`src/rtl/core/sync_header_frame_parser_unit_macros.svh`:
```
// ----------------------------------------------------------------------------
// Assertion macros for the sync header frame parser
// Concurrent assertions clocked by clk; one form honors rst_n, one does not.
// ----------------------------------------------------------------------------
`ifndef SYNC_HEADER_FRAME_PARSER_UNIT_MACROS_SVH
`define SYNC_HEADER_FRAME_PARSER_UNIT_MACROS_SVH

`ifndef ASSERT_OFF
`define SHFP_ASSERT(lbl, prop, msg) \
    lbl: assert property (@(posedge clk) disable iff (!rst_n) prop) else $error(msg);
`define SHFP_ASSERT_RST(lbl, prop, msg) \
    lbl: assert property (@(posedge clk) prop) else $error(msg);
`else
`define SHFP_ASSERT(lbl, prop, msg)
`define SHFP_ASSERT_RST(lbl, prop, msg)
`endif

`endif

```
`src/rtl/core/shfp_pkg.sv`:
```
`timescale 1ns / 1ps
// ----------------------------------------------------------------------------
// shfp_pkg
// Types and constants shared by the sync header frame parser modules.
// ----------------------------------------------------------------------------
package shfp_pkg;

    localparam logic [7:0] SYNC_1 = 8'h73;
    localparam logic [7:0] SYNC_2 = 8'h6E;
    localparam logic [7:0] SYNC_3 = 8'h70;

    localparam logic [7:0] TYPE_MIN_RESET = 8'hB0;
    localparam logic [7:0] TYPE_MAX_RESET = 8'hC8;

    localparam logic [7:0] CFG_IDX_TYPE_MIN = 8'd0;
    localparam logic [7:0] CFG_IDX_TYPE_MAX = 8'd1;

    typedef enum logic [2:0] {
        PH_SYNC_S  = 3'd0,
        PH_SYNC_N  = 3'd1,
        PH_SYNC_P  = 3'd2,
        PH_TYPE    = 3'd3,
        PH_LEN     = 3'd4,
        PH_DATA    = 3'd5,
        PH_CSUM_LO = 3'd6
    } phase_t;

    typedef enum logic [1:0] {
        KIND_PAYLOAD  = 2'd0,
        KIND_ACCEPT   = 2'd1,
        KIND_MISMATCH = 2'd2
    } kind_t;

    typedef struct packed {
        logic        valid;
        kind_t       kind;
        logic [7:0]  packet_type;
        logic [7:0]  payload_byte;
        logic [7:0]  byte_index;
        logic [7:0]  frame_length;
        logic [15:0] received_checksum;
        logic [15:0] computed_checksum;
    } result_t;

endpackage

```
`src/rtl/core/shfp_in_stage.sv`:
```
`timescale 1ns / 1ps
// ----------------------------------------------------------------------------
// shfp_in_stage
// Input register for received bytes; refills in the cycle it drains.
// ----------------------------------------------------------------------------
module shfp_in_stage (
    input  logic       clk,
    input  logic       rst_n,
    input  logic       s_tvalid,
    output logic       s_tready,
    input  logic [7:0] s_tdata,    // [7:0] rx_byte
    input  logic       advance,
    output logic       byte_valid,
    output logic [7:0] rx_byte
);
    logic       valid_reg;
    logic       valid_next;
    logic [7:0] byte_reg;

    assign s_tready   = !valid_reg || advance;
    assign valid_next = s_tready ? s_tvalid : valid_reg;

    always_ff @(posedge clk or negedge rst_n)
    begin
        if (!rst_n)
        begin
            valid_reg <= 1'b0;
        end
        else
        begin
            valid_reg <= valid_next;
        end
    end

    always_ff @(posedge clk)
    begin
        if (s_tvalid && s_tready)
        begin
            byte_reg <= s_tdata;
        end
    end

    assign byte_valid = valid_reg;
    assign rx_byte    = byte_reg;

endmodule

```
`src/rtl/core/shfp_parser.sv`:
```
`timescale 1ns / 1ps
// ----------------------------------------------------------------------------
// shfp_parser
// Frame state and per-byte parse logic: sync match, type range, length,
// payload pass-through and checksum verdict.
// ----------------------------------------------------------------------------
module shfp_parser (
    input  logic             clk,
    input  logic             rst_n,
    input  logic             step,
    input  logic [7:0]       rx_byte,
    input  logic [7:0]       type_min,
    input  logic [7:0]       type_max,
    output shfp_pkg::result_t result
);
    import shfp_pkg::*;

    phase_t      phase_reg,   phase_next;
    logic [7:0]  type_reg,    type_next;
    logic [7:0]  length_reg,  length_next;
    logic [7:0]  count_reg,   count_next;
    logic [15:0] sum_reg,     sum_next;
    logic [7:0]  csum_hi_reg, csum_hi_next;

    logic [15:0] sum_plus;
    logic [15:0] rx_sum;
    logic        is_sync_1;

    assign sum_plus  = sum_reg + {8'd0, rx_byte};
    assign rx_sum    = {csum_hi_reg, rx_byte};
    assign is_sync_1 = (rx_byte == SYNC_1);

    always_ff @(posedge clk or negedge rst_n)
    begin
        if (!rst_n)
        begin
            phase_reg   <= PH_SYNC_S;
            type_reg    <= 8'd0;
            length_reg  <= 8'd0;
            count_reg   <= 8'd0;
            sum_reg     <= 16'd0;
            csum_hi_reg <= 8'd0;
        end
        else if (step)
        begin
            phase_reg   <= phase_next;
            type_reg    <= type_next;
            length_reg  <= length_next;
            count_reg   <= count_next;
            sum_reg     <= sum_next;
            csum_hi_reg <= csum_hi_next;
        end
    end

    always_comb
    begin
        phase_next   = phase_reg;
        type_next    = type_reg;
        length_next  = length_reg;
        count_next   = count_reg;
        sum_next     = sum_reg;
        csum_hi_next = csum_hi_reg;

        result                   = '0;
        result.kind              = KIND_PAYLOAD;
        result.packet_type       = type_reg;
        result.frame_length      = length_reg;
        result.computed_checksum = sum_reg;

        case (phase_reg)
            PH_SYNC_S:
            begin
                if (is_sync_1)
                begin
                    phase_next = PH_SYNC_N;
                    sum_next   = {8'd0, SYNC_1};
                end
            end
            PH_SYNC_N, PH_SYNC_P, PH_TYPE:
            begin
                if ((phase_reg == PH_SYNC_N && rx_byte == SYNC_2) ||
                    (phase_reg == PH_SYNC_P && rx_byte == SYNC_3))
                begin
                    phase_next = (phase_reg == PH_SYNC_N) ? PH_SYNC_P : PH_TYPE;
                    sum_next   = sum_plus;
                end
                else if (phase_reg == PH_TYPE && rx_byte >= type_min &&
                         rx_byte <= type_max)
                begin
                    type_next  = rx_byte;
                    phase_next = PH_LEN;
                    sum_next   = sum_plus;
                end
                else if (is_sync_1)
                begin
                    // restart at the second sync byte
                    phase_next = PH_SYNC_N;
                    sum_next   = {8'd0, SYNC_1};
                end
                else
                begin
                    phase_next = PH_SYNC_S;
                end
            end
            PH_LEN:
            begin
                length_next = rx_byte;
                count_next  = 8'd0;
                phase_next  = PH_DATA;
                sum_next    = sum_plus;
            end
            PH_DATA:
            begin
                if (count_reg < length_reg)
                begin
                    sum_next                 = sum_plus;
                    count_next               = count_reg + 8'd1;
                    result.valid             = 1'b1;
                    result.kind              = KIND_PAYLOAD;
                    result.payload_byte      = rx_byte;
                    result.byte_index        = count_reg;
                    result.computed_checksum = sum_plus;
                end
                else
                begin
                    csum_hi_next = rx_byte;
                    phase_next   = PH_CSUM_LO;
                end
            end
            PH_CSUM_LO:
            begin
                result.valid             = 1'b1;
                result.received_checksum = rx_sum;
                if (rx_sum == sum_reg)
                begin
                    result.kind = KIND_ACCEPT;
                    phase_next  = PH_SYNC_S;
                end
                else
                begin
                    result.kind = KIND_MISMATCH;
                    if (is_sync_1)
                    begin
                        phase_next = PH_SYNC_N;
                        sum_next   = {8'd0, SYNC_1};
                    end
                    else
                    begin
                        phase_next = PH_SYNC_S;
                    end
                end
            end
            default:
            begin
                if (is_sync_1)
                begin
                    phase_next = PH_SYNC_N;
                    sum_next   = {8'd0, SYNC_1};
                end
                else
                begin
                    phase_next = PH_SYNC_S;
                end
            end
        endcase
    end

endmodule

```
`src/rtl/core/shfp_out_stage.sv`:
```
`timescale 1ns / 1ps
// ----------------------------------------------------------------------------
// shfp_out_stage
// Result register driving the master stream; holds while the sink stalls.
// ----------------------------------------------------------------------------
module shfp_out_stage (
    input  logic              clk,
    input  logic              rst_n,
    input  logic              load,
    input  shfp_pkg::result_t result,
    output logic              m_tvalid,
    input  logic              m_tready,
    output logic [63:0]       m_tdata,   // packet_type, payload_byte, byte_index,
                                         // frame_length, received_checksum,
                                         // computed_checksum
    output logic [1:0]        m_tuser    // result_kind
);
    import shfp_pkg::*;

    logic    valid_reg;
    logic    valid_next;
    result_t data_reg;

    assign valid_next = load ? 1'b1 : (m_tready ? 1'b0 : valid_reg);

    always_ff @(posedge clk or negedge rst_n)
    begin
        if (!rst_n)
        begin
            valid_reg <= 1'b0;
        end
        else
        begin
            valid_reg <= valid_next;
        end
    end

    always_ff @(posedge clk)
    begin
        if (load)
        begin
            data_reg <= result;
        end
    end

    assign m_tvalid = valid_reg;
    assign m_tdata  = {data_reg.computed_checksum, data_reg.received_checksum,
                       data_reg.frame_length, data_reg.byte_index,
                       data_reg.payload_byte, data_reg.packet_type};
    assign m_tuser  = data_reg.kind;

endmodule

```
`src/rtl/core/sync_header_frame_parser_unit.sv`:
```
`timescale 1ns / 1ps
`include "sync_header_frame_parser_unit_macros.svh"
// ----------------------------------------------------------------------------
// sync_header_frame_parser_unit
// Byte-serial frame parser: sync "snp", type, length, payload, 16-bit sum.
//
// Slave stream s_*: one received byte per transaction in s_tdata[7:0].
// Master stream m_*: one result per payload byte or checksum verdict;
//   m_tuser holds the kind (payload, frame accepted, checksum mismatch),
//   m_tdata the frame fields. Header and checksum-high bytes give no result.
// Config channel cfg_*: cfg_index 0 writes type_min, 1 writes type_max,
//   other indexes are ignored; cfg_ready is always high. Write only while
//   no byte is in flight.
// Path: an accepted byte waits in the input register, then its result,
//   if any, is parsed into the result register. Throughput: one byte per
//   cycle while m_* does not stall; the parse step is combinational.
// Reset: parser waits for the first sync byte, type range 0xB0..0xC8,
//   both registers empty.
// Stall: the result register holds while m_tready is low; one more byte
//   waits in the input register, then s_tready drops.
// ----------------------------------------------------------------------------
module sync_header_frame_parser_unit (
    input  logic        clk,
    input  logic        rst_n,
    input  logic        s_tvalid,
    output logic        s_tready,
    input  logic [7:0]  s_tdata,     // [7:0] rx_byte
    output logic        m_tvalid,
    input  logic        m_tready,
    output logic [63:0] m_tdata,     // [7:0] packet_type, [15:8] payload_byte,
                                     // [23:16] byte_index, [31:24] frame_length,
                                     // [47:32] received_checksum,
                                     // [63:48] computed_checksum
    output logic [1:0]  m_tuser,     // [1:0] result_kind
    input  logic        cfg_valid,
    output logic        cfg_ready,
    input  logic [7:0]  cfg_index,
    input  logic [7:0]  cfg_data
);
    import shfp_pkg::*;

    logic       type_min_sel;
    logic [7:0] type_min_reg;
    logic [7:0] type_max_reg;
    logic       byte_valid;
    logic [7:0] rx_byte;
    logic       advance;
    result_t    result;

    assign cfg_ready    = 1'b1;
    assign type_min_sel = (cfg_index == CFG_IDX_TYPE_MIN);

    always_ff @(posedge clk or negedge rst_n)
    begin
        if (!rst_n)
        begin
            type_min_reg <= TYPE_MIN_RESET;
            type_max_reg <= TYPE_MAX_RESET;
        end
        else if (cfg_valid && cfg_ready)
        begin
            if (type_min_sel)
            begin
                type_min_reg <= cfg_data;
            end
            else if (cfg_index == CFG_IDX_TYPE_MAX)
            begin
                type_max_reg <= cfg_data;
            end
        end
    end

    // advance the held byte when the result register can take its result
    assign advance = byte_valid && (!m_tvalid || m_tready);

    shfp_in_stage u_in (
        .clk        (clk),
        .rst_n      (rst_n),
        .s_tvalid   (s_tvalid),
        .s_tready   (s_tready),
        .s_tdata    (s_tdata),
        .advance    (advance),
        .byte_valid (byte_valid),
        .rx_byte    (rx_byte)
    );

    shfp_parser u_parser (
        .clk      (clk),
        .rst_n    (rst_n),
        .step     (advance),
        .rx_byte  (rx_byte),
        .type_min (type_min_reg),
        .type_max (type_max_reg),
        .result   (result)
    );

    shfp_out_stage u_out (
        .clk      (clk),
        .rst_n    (rst_n),
        .load     (advance && result.valid),
        .result   (result),
        .m_tvalid (m_tvalid),
        .m_tready (m_tready),
        .m_tdata  (m_tdata),
        .m_tuser  (m_tuser)
    );

    `SHFP_ASSERT(a_payload_no_rx_sum,
        m_tvalid && m_tuser == KIND_PAYLOAD |->
            m_tdata[47:32] == 16'd0 && m_tdata[23:16] < m_tdata[31:24],
        "payload result with bad index or checksum field")
    `SHFP_ASSERT(a_verdict_no_payload,
        m_tvalid && m_tuser != KIND_PAYLOAD |-> m_tdata[23:8] == 16'd0,
        "verdict result carries payload fields")
    `SHFP_ASSERT(a_backpressure,
        !s_tready |-> m_tvalid && !m_tready,
        "input stalled without output stall")
    `SHFP_ASSERT_RST(a_reset_empty,
        !rst_n |-> !m_tvalid,
        "result valid during reset")

endmodule

```
`config.mk`:
```
export PLATFORM = sky130hd
export DESIGN_NAME = sync_header_frame_parser_unit
export DESIGN_NICKNAME = d
export VERILOG_FILES = /design/src/rtl/core/shfp_pkg.sv /design/src/rtl/core/shfp_in_stage.sv /design/src/rtl/core/shfp_parser.sv /design/src/rtl/core/shfp_out_stage.sv /design/src/rtl/core/sync_header_frame_parser_unit.sv
export VERILOG_INCLUDE_DIRS = /design/src /design/src/rtl/core
export SDC_FILE = /design/constraint.sdc
export NUM_CORES = 1
export LEC_CHECK = 0
export BUFFER_PORTS_ARGS = -buffer_cell sky130_fd_sc_hd__buf_2
export CAP_MARGIN = 10
export CORE_MARGIN = 2
export CORE_UTILIZATION = 30
export CTS_CLUSTER_SIZE = 28
export DETAILED_ROUTE_END_ITERATION = 16
export PLACE_DENSITY = 0.54
export SLEW_MARGIN = 20
export SYNTH_ARGS = -nofsm -noshare
export SYNTH_HDL_FRONTEND = slang
export SYNTH_SLANG_ARGS = --single-unit
```
`constraint.sdc`:
```
create_clock -name clk -period 3.6 [get_ports clk]
set_input_delay 0.18 -clock clk [delete_from_list [all_inputs] [get_ports clk]]
set_output_delay 0.18 -clock clk [all_outputs]
set_load 0.02 [all_outputs]
```
==> run summary <==
Status = finished clean
CP Launch Type = register
R2R cell count = 7
Global-route wire length before repair = 28.99 mm
Pwr Density = 482.5 mW/mm²
Detailed-route via count = 5239
Leakage = 3.979 nW
Synth area leaders = edfxtp_1, dfrtp_1, ha_1
Placer congestion estimate = 0.8737
Most frequent cells in the layout = buf_2, nand2_1, edfxtp_1, dfrtp_1, nor2_1
Final min period = 3.175 ns
Gr usage total = 15.44%
H-Tree Depth = 4
Clk Latency, worst-skew pair = 0.44 ns
Via-to-Cell Ratio = 4.789
Worst hold path class = primary input to register
Area of the multi-input gates = 0.002914 mm²
Nets@finish = 824
Post-synth ARST share = 48.25%
Worst-path clk slew = 0.07 ns
Primary FF master, synth = edfxtp_1
Reg2Reg Launch Point = u_in.rx_byte[7]
Setup TNS = 0 ns
Max-slew headroom = 50.22%
Peak VDD IR = 0.0002372 V
Clock Sinks = 143
Initial antenna violation count = 0
Mapped Area = 0.007089 mm²
Number of buffers created by CTS = 17
Sequential fraction of the synthesis area = 55.81%
Final antenna-violating net count = 0
Synth cell types = 65
Top cell type's share of synthesized area = 31.34%
Fin crit share = 88.18%
Hold_ws = 0.05140 ns
Drt initial violations = 380
Seq cells post-synth = 143
Area leader, netlist = edfxtp_1
Number of synthesized flops with an enable pin = 74
Setup CP Type = register to register
Final Hold Viols = 0
Crit. Startpoint = u_in.rx_byte[7]
Mean post-synth cell area = 11.18 µm²
Worst-margin pin slew = 0.7453 ns
Most common library cell in the layout ignoring fill and taps = buf_2
DRT Pass-1 Iters = 5
Synth Net Count = 696
Max Transition Viols Final = 0
Dpl hpwl = 13.12 mm
Register-to-register setup slack = 0.43 ns
Data arrival, critical path = 3.49 ns
Synthesis-to-finish area growth = 23.91%
Io pins = 98
Cells after synthesis = 634
Crit Path Max Fanout = 10
Root Buffer = clkbuf_16
Unrepaired setup endpoints after global routing = false
DIE AREA = 0.02488 mm²
Initial Util = 30.38%
# fillers = 2305
Global route overflow = 0
Max reg flops = 64
Register area = 0.003956 mm²
Drt total wl = 18.24 mm
Vias in the first global route = 5205
Final clock skew = 0.01076 ns
Synthesis Warnings = 0
Worst setup path end = u_parser.type_reg[5]
Final setup viols = 0
DRC errors left = 0
Wire per inst = 16.67 µm
F_max = 315.0 MHz
Ratio of cells with drive above 1 in the final layout = 22.32%
Critical Path Sink Type = register
CP required = 3.91 ns
Setup Buffers After CTS = 0
Die height = 157.7 µm
Cell row count = 56
FF-to-FF End = u_parser.type_reg[5]
Total of max-cap violations = 0
Core box area = 0.02333 mm²
CTS Buffer Depth = 2
Largest net degree at the start of global routing = 42
Antenna Cells = 0
Port Buf Inserts = 96
Die Wd = 157.7 µm
TritonCTS clock tree = built
## metrics by stage
step | setup WS (ns) | instance area [µm²] | std cells | util [%] | power, W
finish | 0.4254 | 8785 | 1094 | 37.65 | 0.004239
global route | 0.2782 | 8785 | 1094 | 37.65 | 0.004426
CTS | 0.4441 | 8785 | 1094 | 37.65 | 0.004269
detailed placement | 0.4604 | 8033 | 1044 | 34.43 | 0.002515
global placement | 0.5289 | 8033 | 1044 | 34.43 | 0.002517
floorplan | 0.2282 | 7089 | 634 | - | 0.002309
## per-layer routing
metal  vias up  global-route usage (%)  routed length (µm)  share of wire [%]
met4         0                   6.364                 350                1.9
met2       147                   24.33                8498                 47
met5         -                       0                   0                  0
li1       2552                       -                   -                  -
met3        23                   3.230                 824                4.5
met1      2517                   20.67                8564                 47
## synthesized netlist by cell type, types with 4 or more instances
master,number
nand2_1,78
edfxtp_1,74
dfrtp_1,63
nor2_1,39
ha_1,32
o21ai_1,30
inv_1,26
a21oi_1,22
and2_1,22
and3_1,22
clkbuf_1,21
nand3_1,18
mux2_1,14
xnor2_1,14
xor2_1,14
o21ai_0,11
nand4_1,10
o21a_1,8
a211oi_1,7
mux2_4,7
dfstp_2,6
or3_1,6
nand2b_1,5
nor2b_1,5
o211ai_1,5
a211o_1,4
a21o_1,4
a31oi_1,4
mux2_2,4
nor3_1,4
nor4_1,4
or4_1,4
## cell type report
cell class              instances  area share, %
clock buffers                  17          4.843
clock inverters                15          1.666
inverters                      28          1.196
multi-input cells             436          33.17
flip-flops and latches        143          45.04
well taps                     319          4.544
repair buffers                136          9.543
## power breakdown
part	total (W)	internal, W	switching, W
sequential	0.00190	0.00180	0.000104
clock	0.00173	0.000970	0.000761
combinational	0.000606	0.000252	0.000354
total	0.00424	0.00302	0.00122
## critical path: stages (launching register included)
cell and delay (ns):
edfxtp_1 0.53, ha_1 0.36, nand2_1 0.07, or3_1 0.37
o32a_1 0.42, or3_1 0.35, or3_1 0.56, mux2_4 0.38
## worst min path at each step
stage / from / endpoint / slack (ns) / cells after the start
after floorplan: rst_n / type_max_reg[0] / -0.12 / 0
after global placement: rst_n / type_max_reg[2] / 0.17 / 1
after detailed placement: rst_n / type_max_reg[2] / 0.17 / 1
after CTS: m_tready / u_out.m_tvalid / 0.04 / 3
after global routing: m_tready / u_out.m_tvalid / 0.09 / 3
final: m_tready / u_out.m_tvalid / 0.05 / 3
## kinds of logic after synthesis
family	Yosys count	share of synthesized area, %
buffers and inverters	55	3.089
muxes	25	4.342
xor gates and xnor gates	28	3.459
DFF	143	55.81
adders and majority gates	33	5.930
AOI/OAI and AO/OA	123	11.65
and+or+nand+nor	226	15.67
other	1	0.05290
## timing repair
item | 4_1_cts | 5_1_grt
hold buffers | 18 | 0
gates resized for setup | 0 | 0
endpoints found under the hold margin | 39 | 0
No activity file was read; power rests on OpenSTA's default activity.
